--- src/dqds_pkg.sv ---
// Shared types and constants for the dual quadrature decoder with speed measure.
`timescale 1ns / 1ps

package dqds_pkg;

  localparam int OUT_WIDTH           = 32;
  localparam int WINDOW_WIDTH        = 24;
  localparam int COUNT_WIDTH_DEFAULT = 32;

  localparam logic [WINDOW_WIDTH-1:0] WINDOW_RESET = WINDOW_WIDTH'(100);

  localparam logic CMD_TICK  = 1'b0;
  localparam logic CMD_CLEAR = 1'b1;

  typedef struct packed {
    logic capture;
    logic update;
    logic clear;
    logic latch;
  } lane_ctrl_t;

endpackage

--- src/dual_quadrature_decoder_speed_top.sv ---
// Top level of the two-channel quadrature decoder with windowed speed measure.
`timescale 1ns / 1ps

// Each input word is either a pin sample tick (cmd low) carrying the A and B
// levels of the left and right encoders, or a clear command (cmd high) that
// zeroes both counts and their window baselines. Every accepted word yields
// exactly one result word with both positions, the latched speeds and a flag
// that is set when the speeds were latched by this word.
// A word is taken when in_valid is high and in_stall is low, and a result is
// taken when out_valid is high and out_stall is low. The result appears in the
// cycle after its input word is taken, and one word can be taken every cycle
// unless a result is held under out_stall. Both lanes update on acceptance, so
// the output register is the only stage; in_stall rises only in that case.
// The first tick after reset only records the A levels. The user writes the
// speed window length through cfg_we and cfg_wdata while the block is idle;
// the block does not enforce this. Reset clears all counts, the timer and the
// output valid, and sets the window to 100 ticks.
module dual_quadrature_decoder_speed_top #(
  parameter int COUNT_WIDTH = dqds_pkg::COUNT_WIDTH_DEFAULT
) (
  input  logic                                  clk,
  input  logic                                  rst,
  input  logic                                  cfg_we,
  input  logic [dqds_pkg::WINDOW_WIDTH-1:0]     cfg_wdata,
  input  logic                                  in_valid,
  output logic                                  in_stall,
  input  logic                                  cmd,
  input  logic                                  left_a,
  input  logic                                  left_b,
  input  logic                                  right_a,
  input  logic                                  right_b,
  output logic                                  out_valid,
  input  logic                                  out_stall,
  output logic signed [dqds_pkg::OUT_WIDTH-1:0] left_position,
  output logic signed [dqds_pkg::OUT_WIDTH-1:0] right_position,
  output logic signed [dqds_pkg::OUT_WIDTH-1:0] left_velocity,
  output logic signed [dqds_pkg::OUT_WIDTH-1:0] right_velocity,
  output logic                                  velocity_fresh
);
  import dqds_pkg::*;

  logic                   ready;
  logic                   accept;
  lane_ctrl_t             ctrl;
  logic [COUNT_WIDTH-1:0] left_pos;
  logic [COUNT_WIDTH-1:0] right_pos;
  logic [COUNT_WIDTH-1:0] left_vel;
  logic [COUNT_WIDTH-1:0] right_vel;

  assign in_stall = !ready;
  assign accept   = in_valid && ready;

  dqds_timer u_timer (
    .clk       (clk),
    .rst       (rst),
    .cfg_we    (cfg_we),
    .cfg_wdata (cfg_wdata),
    .accept    (accept),
    .cmd       (cmd),
    .ctrl      (ctrl)
  );

  dqds_lane #(.COUNT_WIDTH(COUNT_WIDTH)) u_left (
    .clk      (clk),
    .rst      (rst),
    .ctrl     (ctrl),
    .a        (left_a),
    .b        (left_b),
    .position (left_pos),
    .velocity (left_vel)
  );

  dqds_lane #(.COUNT_WIDTH(COUNT_WIDTH)) u_right (
    .clk      (clk),
    .rst      (rst),
    .ctrl     (ctrl),
    .a        (right_a),
    .b        (right_b),
    .position (right_pos),
    .velocity (right_vel)
  );

  dqds_merge #(.COUNT_WIDTH(COUNT_WIDTH)) u_merge (
    .clk            (clk),
    .rst            (rst),
    .load           (accept),
    .fresh          (ctrl.latch),
    .left_pos       (left_pos),
    .right_pos      (right_pos),
    .left_vel       (left_vel),
    .right_vel      (right_vel),
    .out_stall      (out_stall),
    .out_valid      (out_valid),
    .ready          (ready),
    .left_position  (left_position),
    .right_position (right_position),
    .left_velocity  (left_velocity),
    .right_velocity (right_velocity),
    .velocity_fresh (velocity_fresh)
  );

  a_accept_gives_result: assert property (@(posedge clk) disable iff (rst)
    accept |=> out_valid)
    else $error("accepted word produced no result");

  a_clear_zeroes: assert property (@(posedge clk) disable iff (rst)
    accept && (cmd == CMD_CLEAR) |=>
      (left_position == '0) && (right_position == '0) && !velocity_fresh)
    else $error("clear command did not zero positions");

  a_latch_on_tick_only: assert property (@(posedge clk) disable iff (rst)
    ctrl.latch |-> ctrl.update && !ctrl.capture && !ctrl.clear)
    else $error("speed latched outside a counted tick");

endmodule

--- src/dqds_lane.sv ---
// One encoder lane: 2x quadrature count, window baseline and latched speed.
`timescale 1ns / 1ps

module dqds_lane #(
  parameter int COUNT_WIDTH = dqds_pkg::COUNT_WIDTH_DEFAULT
) (
  input  logic                   clk,
  input  logic                   rst,
  input  dqds_pkg::lane_ctrl_t   ctrl,
  input  logic                   a,
  input  logic                   b,
  output logic [COUNT_WIDTH-1:0] position,
  output logic [COUNT_WIDTH-1:0] velocity
);
  import dqds_pkg::*;

  logic [COUNT_WIDTH-1:0] total;
  logic [COUNT_WIDTH-1:0] total_next;
  logic [COUNT_WIDTH-1:0] baseline;
  logic [COUNT_WIDTH-1:0] baseline_next;
  logic [COUNT_WIDTH-1:0] rate;
  logic [COUNT_WIDTH-1:0] rate_next;
  logic                   prev_a;
  logic                   prev_a_next;
  logic [COUNT_WIDTH-1:0] stepped;

  always_comb begin
    if (a != prev_a) begin
      if (a == b) begin
        stepped = total + COUNT_WIDTH'(1);
      end else begin
        stepped = total - COUNT_WIDTH'(1);
      end
    end else begin
      stepped = total;
    end
  end

  always_comb begin
    total_next    = total;
    baseline_next = baseline;
    rate_next     = rate;
    prev_a_next   = prev_a;
    priority if (ctrl.clear) begin
      total_next    = '0;
      baseline_next = '0;
    end else if (ctrl.capture) begin
      prev_a_next = a;
    end else if (ctrl.update) begin
      prev_a_next = a;
      total_next  = stepped;
      if (ctrl.latch) begin
        rate_next     = stepped - baseline;
        baseline_next = stepped;
      end
    end
  end

  always_ff @(posedge clk) begin
    if (rst) begin
      total    <= '0;
      baseline <= '0;
      rate     <= '0;
      prev_a   <= 1'b0;
    end else begin
      total    <= total_next;
      baseline <= baseline_next;
      rate     <= rate_next;
      prev_a   <= prev_a_next;
    end
  end

  assign position = total_next;
  assign velocity = rate_next;

endmodule

--- src/dqds_timer.sv ---
// Window register, priming flag and tick timer that steer both lanes.
`timescale 1ns / 1ps

module dqds_timer (
  input  logic                                clk,
  input  logic                                rst,
  input  logic                                cfg_we,
  input  logic [dqds_pkg::WINDOW_WIDTH-1:0]   cfg_wdata,
  input  logic                                accept,
  input  logic                                cmd,
  output dqds_pkg::lane_ctrl_t                ctrl
);
  import dqds_pkg::*;

  logic [WINDOW_WIDTH-1:0] window_ticks;
  logic [WINDOW_WIDTH-1:0] tick_timer;
  logic [WINDOW_WIDTH-1:0] tick_timer_next;
  logic [WINDOW_WIDTH-1:0] timer_inc;
  logic [WINDOW_WIDTH-1:0] win;
  logic                    primed;
  logic                    primed_next;

  assign win       = (window_ticks == '0) ? WINDOW_WIDTH'(1) : window_ticks;
  assign timer_inc = tick_timer + WINDOW_WIDTH'(1);

  always_comb begin
    ctrl.clear   = accept && (cmd == CMD_CLEAR);
    ctrl.capture = accept && (cmd == CMD_TICK) && !primed;
    ctrl.update  = accept && (cmd == CMD_TICK) && primed;
    ctrl.latch   = ctrl.update && ((timer_inc >= win) || (timer_inc == '0));
  end

  always_comb begin
    tick_timer_next = tick_timer;
    primed_next     = primed || ctrl.capture;
    if (ctrl.latch) begin
      tick_timer_next = '0;
    end else if (ctrl.update) begin
      tick_timer_next = timer_inc;
    end
  end

  always_ff @(posedge clk) begin
    if (rst) begin
      window_ticks <= WINDOW_RESET;
      tick_timer   <= '0;
      primed       <= 1'b0;
    end else begin
      if (cfg_we) begin
        window_ticks <= cfg_wdata;
      end
      tick_timer <= tick_timer_next;
      primed     <= primed_next;
    end
  end

endmodule

--- src/dqds_merge.sv ---
// Output stage that joins both lanes into one result word.
`timescale 1ns / 1ps

module dqds_merge #(
  parameter int COUNT_WIDTH = dqds_pkg::COUNT_WIDTH_DEFAULT
) (
  input  logic                                  clk,
  input  logic                                  rst,
  input  logic                                  load,
  input  logic                                  fresh,
  input  logic [COUNT_WIDTH-1:0]                left_pos,
  input  logic [COUNT_WIDTH-1:0]                right_pos,
  input  logic [COUNT_WIDTH-1:0]                left_vel,
  input  logic [COUNT_WIDTH-1:0]                right_vel,
  input  logic                                  out_stall,
  output logic                                  out_valid,
  output logic                                  ready,
  output logic signed [dqds_pkg::OUT_WIDTH-1:0] left_position,
  output logic signed [dqds_pkg::OUT_WIDTH-1:0] right_position,
  output logic signed [dqds_pkg::OUT_WIDTH-1:0] left_velocity,
  output logic signed [dqds_pkg::OUT_WIDTH-1:0] right_velocity,
  output logic                                  velocity_fresh
);
  import dqds_pkg::*;

  assign ready = !out_valid || !out_stall;

  always_ff @(posedge clk) begin
    if (rst) begin
      out_valid <= 1'b0;
    end else if (ready) begin
      out_valid <= load;
    end
  end

  always_ff @(posedge clk) begin
    if (load) begin
      left_position  <= OUT_WIDTH'(signed'(left_pos));
      right_position <= OUT_WIDTH'(signed'(right_pos));
      left_velocity  <= OUT_WIDTH'(signed'(left_vel));
      right_velocity <= OUT_WIDTH'(signed'(right_vel));
      velocity_fresh <= fresh;
    end
  end

endmodule
--- config.mk ---
export PLATFORM = sky130hd
export DESIGN_NAME = dual_quadrature_decoder_speed_top
export DESIGN_NICKNAME = d
export VERILOG_FILES = /design/src/dqds_pkg.sv /design/src/dual_quadrature_decoder_speed_top.sv /design/src/dqds_lane.sv /design/src/dqds_timer.sv /design/src/dqds_merge.sv
export SDC_FILE = /design/constraint.sdc
export NUM_CORES = 1
export LEC_CHECK = 0
export BUFFER_PORTS_ARGS = -buffer_cell sky130_fd_sc_hd__buf_2
export CAP_MARGIN = 20
export CORE_MARGIN = 5
export CORE_UTILIZATION = 39
export DETAILED_ROUTE_END_ITERATION = 6
export PLACE_DENSITY = 0.55
export SYNTH_ARGS = -nofsm -noshare
export SYNTH_HDL_FRONTEND = slang
export SYNTH_HIERARCHICAL = 1
export SYNTH_SLANG_ARGS = --single-unit
--- constraint.sdc ---
create_clock -name clk -period 9.9 [get_ports clk]
set_input_delay 1.98 -clock clk [delete_from_list [all_inputs] [get_ports clk]]
set_output_delay 1.98 -clock clk [all_outputs]
set_load 0.01 [all_outputs]
Word level (Yosys, flattened, before mapping)
Index checks and enable logic that the tools add are counted.
{ "op_classes": {"addsub": 7, "reduce_logical": 20, "magnitude_cmp": 1, "eq_ne": 4, "n_bitwise": 3, "muxes": 23} }
{ "op_table": {"columns": ["op", "count"], "rows": [
  ["32-bit two-way mux", 18],
  ["32-bit by 1-bit adder with 32-bit output, second input constant", 2],
  ["32-bit by 1-bit subtractor with 32-bit output, second input constant", 2],
  ["32-bit subtractor", 2],
  ["24-bit zero test", 2],
  ["24-bit by 1-bit adder with 24-bit output, second input constant", 1],
  ["24-bit >= comparator", 1],
  ["24-bit two-way mux", 1],
  ["1-bit logical AND", 6],
  ["1-bit zero test", 4],
  ["1-bit two-way mux", 4],
  ["2-bit OR reduction", 2],
  ["1-bit logical OR", 3],
  ["1-bit NOT", 3],
  ["3-bit AND reduction", 1],
  ["1-bit equality test", 2],
  ["1-bit inequality test", 2],
  ["2-bit AND reduction", 1],
  ["2-bit nonzero test", 1]
]} }
{ "word_totals": {"register_bits": 373, "inputBits": 34, "output_inout_bits": 131} }

Longest topological paths before layout
{ "logic_depth": {"ltp_word": 10, "ltp_mapped": 23, "ltp_nobuf": 22} }

Hierarchy
Netlist, hierarchy kept.
{ "by_module_without_submodules": {"columns": ["mod", "cells_per_inst", "area_each_um2", "instances"], "rows": [
  ["dqds_lane at u_left", 1054, 7800.0, 1],
  ["dqds_lane at u_right", 1036, 7703.6, 1],
  ["dqds_merge", 133, 3906.2, 1],
  ["dqds_timer", 423, 3400.8, 1],
  ["dual_quadrature_decoder_speed_top", 2, 10.0, 1]
]} }

Worst setup path after synthesis
Ideal clock, no wire load.
{ "synth_timing": {"path_type": "input to register", "start": "in left_a", "end": "reg u_merge/left_velocity[29] (netlist bit) (data pin)", "setup_time_ns": 0.259, "path_stages": 22, "path_slack_ns": 1.997, "required_ns": 9.641, "n_path_buf": 1, "arrival_time_ns": 7.643, "path_cell_list": "xor2_1 inv_1 fa_1 nor2b_1 o21ai_1 a21boi_1 nor4b_1 o41ai_1 a2111oi_1 o21a_1 nor3_1 nor2_1 ha_1 clkbuf_1 a21o_1 o41ai_1 o21ai_0 o21ai_1 o21bai_1 a21oi_1 mux2i_1 nand2_1"} }
{ "synth_between": {"elab_chain_cells": 8} }
{ "synth_lines": {"columns": ["element", "line_no", "source"], "rows": [
  ["start: declaration", "dual_quadrature_decoder_speed_top.sv:28", "input logic left_a,"],
  ["1-bit equality test", "dqds_lane.sv:29", "if (a == b) begin"],
  ["32-bit two-way mux", "dqds_lane.sv:29", null],
  ["32-bit two-way mux *", "dqds_lane.sv:28", "if (a != prev_a) begin"],
  ["net u_left.stepped[16]", "dqds_lane.sv:25", "logic [COUNT_WIDTH-1:0] stepped;"],
  ["32-bit subtractor *", "dqds_lane.sv:53", "rate_next = stepped - baseline;"],
  ["32-bit two-way mux *", "dqds_lane.sv:52", "if (ctrl.latch) begin"],
  ["32-bit two-way mux *", "dqds_lane.sv:49", "end else if (ctrl.update) begin"],
  ["32-bit two-way mux *", "dqds_lane.sv:47", "end else if (ctrl.capture) begin"],
  ["32-bit two-way mux *", "dqds_lane.sv:44", "priority if (ctrl.clear) begin"],
  ["net left_vel[29]", "dual_quadrature_decoder_speed_top.sv:47", "logic [COUNT_WIDTH-1:0] left_vel;"],
  ["end signal: assignment", "dqds_merge.sv:40", "left_velocity <= OUT_WIDTH'(signed'(left_vel));"],
  ["end: declaration", "dqds_merge.sv:20", "output logic signed [dqds_pkg::OUT_WIDTH-1:0] left_velocity,"]
]} }
Mark *: on every way through the listed nets, which the timed path passes. The rest lies on a longest branch.
A chain may end at the register's enable or synchronous reset.

Worst setup path after layout
{ "layout_timing": {"start": "in right_a", "end": "reg u_merge/right_velocity[31] (netlist bit) (data pin)"} }
{ "layout_between": {"elab_chain_cells": 8} }
{ "layout_lines": {"columns": ["element", "line_no", "source"], "rows": [
  ["start: declaration", "dual_quadrature_decoder_speed_top.sv:30", "input logic right_a,"],
  ["1-bit equality test", "dqds_lane.sv:29", null],
  ["32-bit two-way mux", "dqds_lane.sv:29", null],
  ["32-bit two-way mux *", "dqds_lane.sv:28", null],
  ["net u_right.stepped[18]", "dqds_lane.sv:25", null],
  ["32-bit subtractor *", "dqds_lane.sv:53", null],
  ["32-bit two-way mux *", "dqds_lane.sv:52", null],
  ["32-bit two-way mux *", "dqds_lane.sv:49", null],
  ["32-bit two-way mux *", "dqds_lane.sv:47", null],
  ["32-bit two-way mux *", "dqds_lane.sv:44", null],
  ["net right_vel[31]", "dual_quadrature_decoder_speed_top.sv:48", "logic [COUNT_WIDTH-1:0] right_vel;"],
  ["end signal: assignment", "dqds_merge.sv:41", "right_velocity <= OUT_WIDTH'(signed'(right_vel));"],
  ["end: declaration", "dqds_merge.sv:21", "output logic signed [dqds_pkg::OUT_WIDTH-1:0] right_velocity,"]
]} }
Marks and branches as above.

==> results.toml <==
[run_status]
status = "finished, final reports clean"

[hold_path]
hp-class = "reg2reg"
whs_endpoint = "u_left/rate[17]$_SDFF_PP0_"
worstHoldStart = "u_left/rate[17]$_SDFF_PP0_"
hold_depth = 2

[cts]
h-tree-depth = 2
clkLatencyLatePin_ns = 0.58
clk_pin_slew_worst_paths_ns = 0.06
cts_tree = "done"
ctsHoldBuffers = 0
ctsLongestPathBuffers = 3
clkSinkCount = 373
root_buffer = "clkbuf_16"
ctsResizeCount = 0
cts_made_buffers = 43
post-cts-setup-buffers = 0

[route]
routed_wl_um = 65700
drtIter0Drc = 1197
avgViaCountPerCell = 5.48
num_vias = 19433
wl_per_cell_um = 18.5
ant_nets = 0
firstDrtPassIters = 5
route.detailed.drc = 0

[setup_path]
r2r_setup_slack_ns = 3.94
crit_path_start_kind = "input pin"
r2r-start = "u_right/total[0]$_SDFF_PP0_"
worstRegToRegCells = 18
critPathMaxFanout = 19
critical_path_arrival_ns = 8.34
crit_path_end_kind = "flip-flop"
r2r-end = "u_merge/right_velocity[31]$_DFFE_PP_"
path_class = "in2reg"
worstPathRequired_ns = 10.20
crit_start = "right_a"

[grt]
grt_start_max_net_pins = 67
grt.total_usage_pct = 20.0
antenna_found_initial = 3
grt_use_met2_pct = 30.8
first_global_vias = 18655
grt_util_met3_pct = 3.21
grt_pass1_wl_um = 104000
grt-ovfl-total = 0
use_met1_pct = 29.6
busiest_layer = "met2"

[synthesis]
ys_warn_count = 6
synth_nets = 2833
yosysSeqAreaShare_pct = 38.4
yosys.cell_types.count = 93
synth_area_mm2 = 0.0228
synth_area_per_cell_um2 = 8.62
synth-main-ff-cell = "dfxtp_1"
synth-edff-count = 129
async_flop_share_pct = 0
synth.ff_latch_count = 373
synth_cells = 2648

[pwr]
pwr-share-comb_pct = 20.0
cellPowerDensity_mw_per_mm2 = 156
clkPwrFrac_pct = 39.0
ir_drop_mv = 0.121
p_sw_mw = 1.19
total_power_mw = 4.01
p_leak_nw = 10.6
seqPwrFrac_pct = 40.9
switching_share_pct = 29.7
p_int_mw = 2.82

[timing]
worstMarginPinSlew_ns = 1.06
setup_tns_ns = 0
worst_slack_ns = 1.86
skew_ns = 0.0205
period_share_pct = 81.2
setup_viol = 0
max_freq_mhz = 124
whs_ns = 0.457
relSlewSlack_pct = 28.4
slew_violations = 0
period_minus_slack_ns = 8.04
rsz0062_at_grt = "no"
hold_viol = 0

[die]
die_h_um = 252
dieArea_mm2 = 0.0635
die_w_um = 252
ioPinCount = 165
coreArea_mm2 = 0.0578
rows = 88
start_util_pct = 39.5

[placed_design]
place.port_buffers = 164
hpwlAfterDp_um = 47400
place_worst_setup_slack_ns = 1.47
gp_congestion = 0.859
placed_cell_area_mm2 = 0.0243

[final_layout]
regArea_mm2 = 0.00876
finalNetCount = 2929
multi_input_area_mm2 = 0.0130
fillers = 5739
antenna_cells = 0
drive_above_1_share_pct = 11.8
syn_to_final_growth_pct = 12.6
design_area_mm2 = 0.0257

[run]
cap_violations = 0
## critical path, cell delays in order
cell and delay, ns:
buf_2 0.15, xor2_2 0.83, inv_1 0.24, fa_1 0.44, nor2b_1 0.16, o21a_1 0.15
o21ai_0 0.15, a211oi_1 0.53, a2111oi_0 0.32, o41ai_1 0.49, xor2_1 0.14, mux2i_1 0.33
inv_1 0.08, ha_1 0.39, nand4_1 0.23, a211oi_1 0.72, o21ai_0 0.32, o21a_1 0.26
nor4_1 0.29, nor3_1 0.11
## stage by stage
stage / util [%] / cells
4_1_cts: 44.4 / 3542
3_5_place_dp: 42.0 / 3462
5_1_grt: 44.5 / 3544
2_1_floorplan: - / 2648
6_report: 44.5 / 3544
3_3_place_gp: 42.0 / 3462
## cells in the final DEF, fill, tap and decap left out, types with 19 or more instances in the layout
cell type	instances
nor2_1	262
a31oi_1	25
a211oi_1	79
edfxtp_1	129
nand2_1	254
and2_1	40
clkbuf_16	44
o211ai_1	19
nor3b_1	21
xor2_1	36
dfxtp_1	244
o21ai_0	148
ha_1	147
nand4_1	36
inv_1	147
or3_1	22
o21a_1	32
xnor2_1	74
mux2i_1	61
mux2_2	22
nor4_1	20
a21oi_1	208
buf_4	27
nor3_1	42
nand3_1	59
a21o_1	74
nor2b_1	49
buf_2	163
## worst max-delay path by stage
stage | end | slack (ns) | cells past startpoint
floorplan | u_merge/left_velocity[29]$_DFFE_PP_ | 2.00 | 22
global placement | u_merge/right_velocity[31]$_DFFE_PP_ | 1.62 | 19
detailed placement | u_merge/right_velocity[31]$_DFFE_PP_ | 1.47 | 23
CTS | u_merge/right_velocity[31]$_DFFE_PP_ | 2.05 | 20
global route | u_merge/right_velocity[31]$_DFFE_PP_ | 1.39 | 20
finish | u_merge/right_velocity[31]$_DFFE_PP_ | 1.86 | 20
## kinds of logic after synthesis
kind of cell / count (synthesis) / synth area share (%)
simple gates: 908 / 19.4
compound gates: 728 / 20.7
flops: 373 / 38.4
buf+inv: 289 / 4.90
fa+ha+maj: 151 / 8.41
xor+xnor: 116 / 4.45
mux: 83 / 3.76
## flip-flops by register name, summed over array words and instances (netlist names)
register / flops
u_timer/window_ticks: 24
u_timer/primed: 1
u_merge/right_velocity: 32
u_left/prev_a: 1
u_merge/out_valid: 1
u_left/rate: 32
u_merge/left_position: 32
u_timer/tick_timer: 24
u_right/total: 32
u_merge/left_velocity: 32
u_merge/velocity_fresh: 1
u_left/baseline: 32
u_right/baseline: 32
u_left/total: 32
u_merge/right_position: 32
u_right/rate: 32
u_right/prev_a: 1
## cell usage after synthesis, types with 42 or more instances
cell	count	share of area, %
nand2_1	254	4.2
ha_1	147	8.1
dfxtp_1	244	21
a21o_1	74	2.4
a211oi_1	79	2.6
o21ai_0	148	3.2
nor2_1	263	4.3
and2_1	42	1.2
a21oi_1	208	4.6
edfxtp_1	129	17
clkbuf_1	118	1.9
xnor2_1	76	2.9
nor3_1	42	0.92
mux2i_1	61	2.7
nor2b_1	51	1.4
nand3_1	59	1.3
inv_1	147	2.4
## routing by layer
layer  wire [um]  part of all wire [%]  up-vias
met5           0                     0        -
met4        1260                   1.9        0
met3        3080                   4.7       74
met2       28400                    43      389
met1       33000                    50     9253
li1            -                     -     9717
## power groups by stage
stage | logic [mW] | registers (mW) | clock network (mW)
after global placement | 0.787 | 1.67 | 0
after CTS | 0.799 | 1.64 | 1.62
after global routing | 0.891 | 1.64 | 1.68
final | 0.803 | 1.64 | 1.57
after floorplan | 0.552 | 1.69 | 0
after detailed placement | 0.795 | 1.67 | 0
## cell type report
type / count / area share (%)
repair buffers: 192 / 4.10
clock buffers: 60 / 4.67
clock inverters: 20 / 0.681
flip-flops and latches: 373 / 34.1
multi-input cells: 1986 / 50.6
well taps: 765 / 3.72
inverters: 148 / 2.16
(Power assumes the default switching activity.)
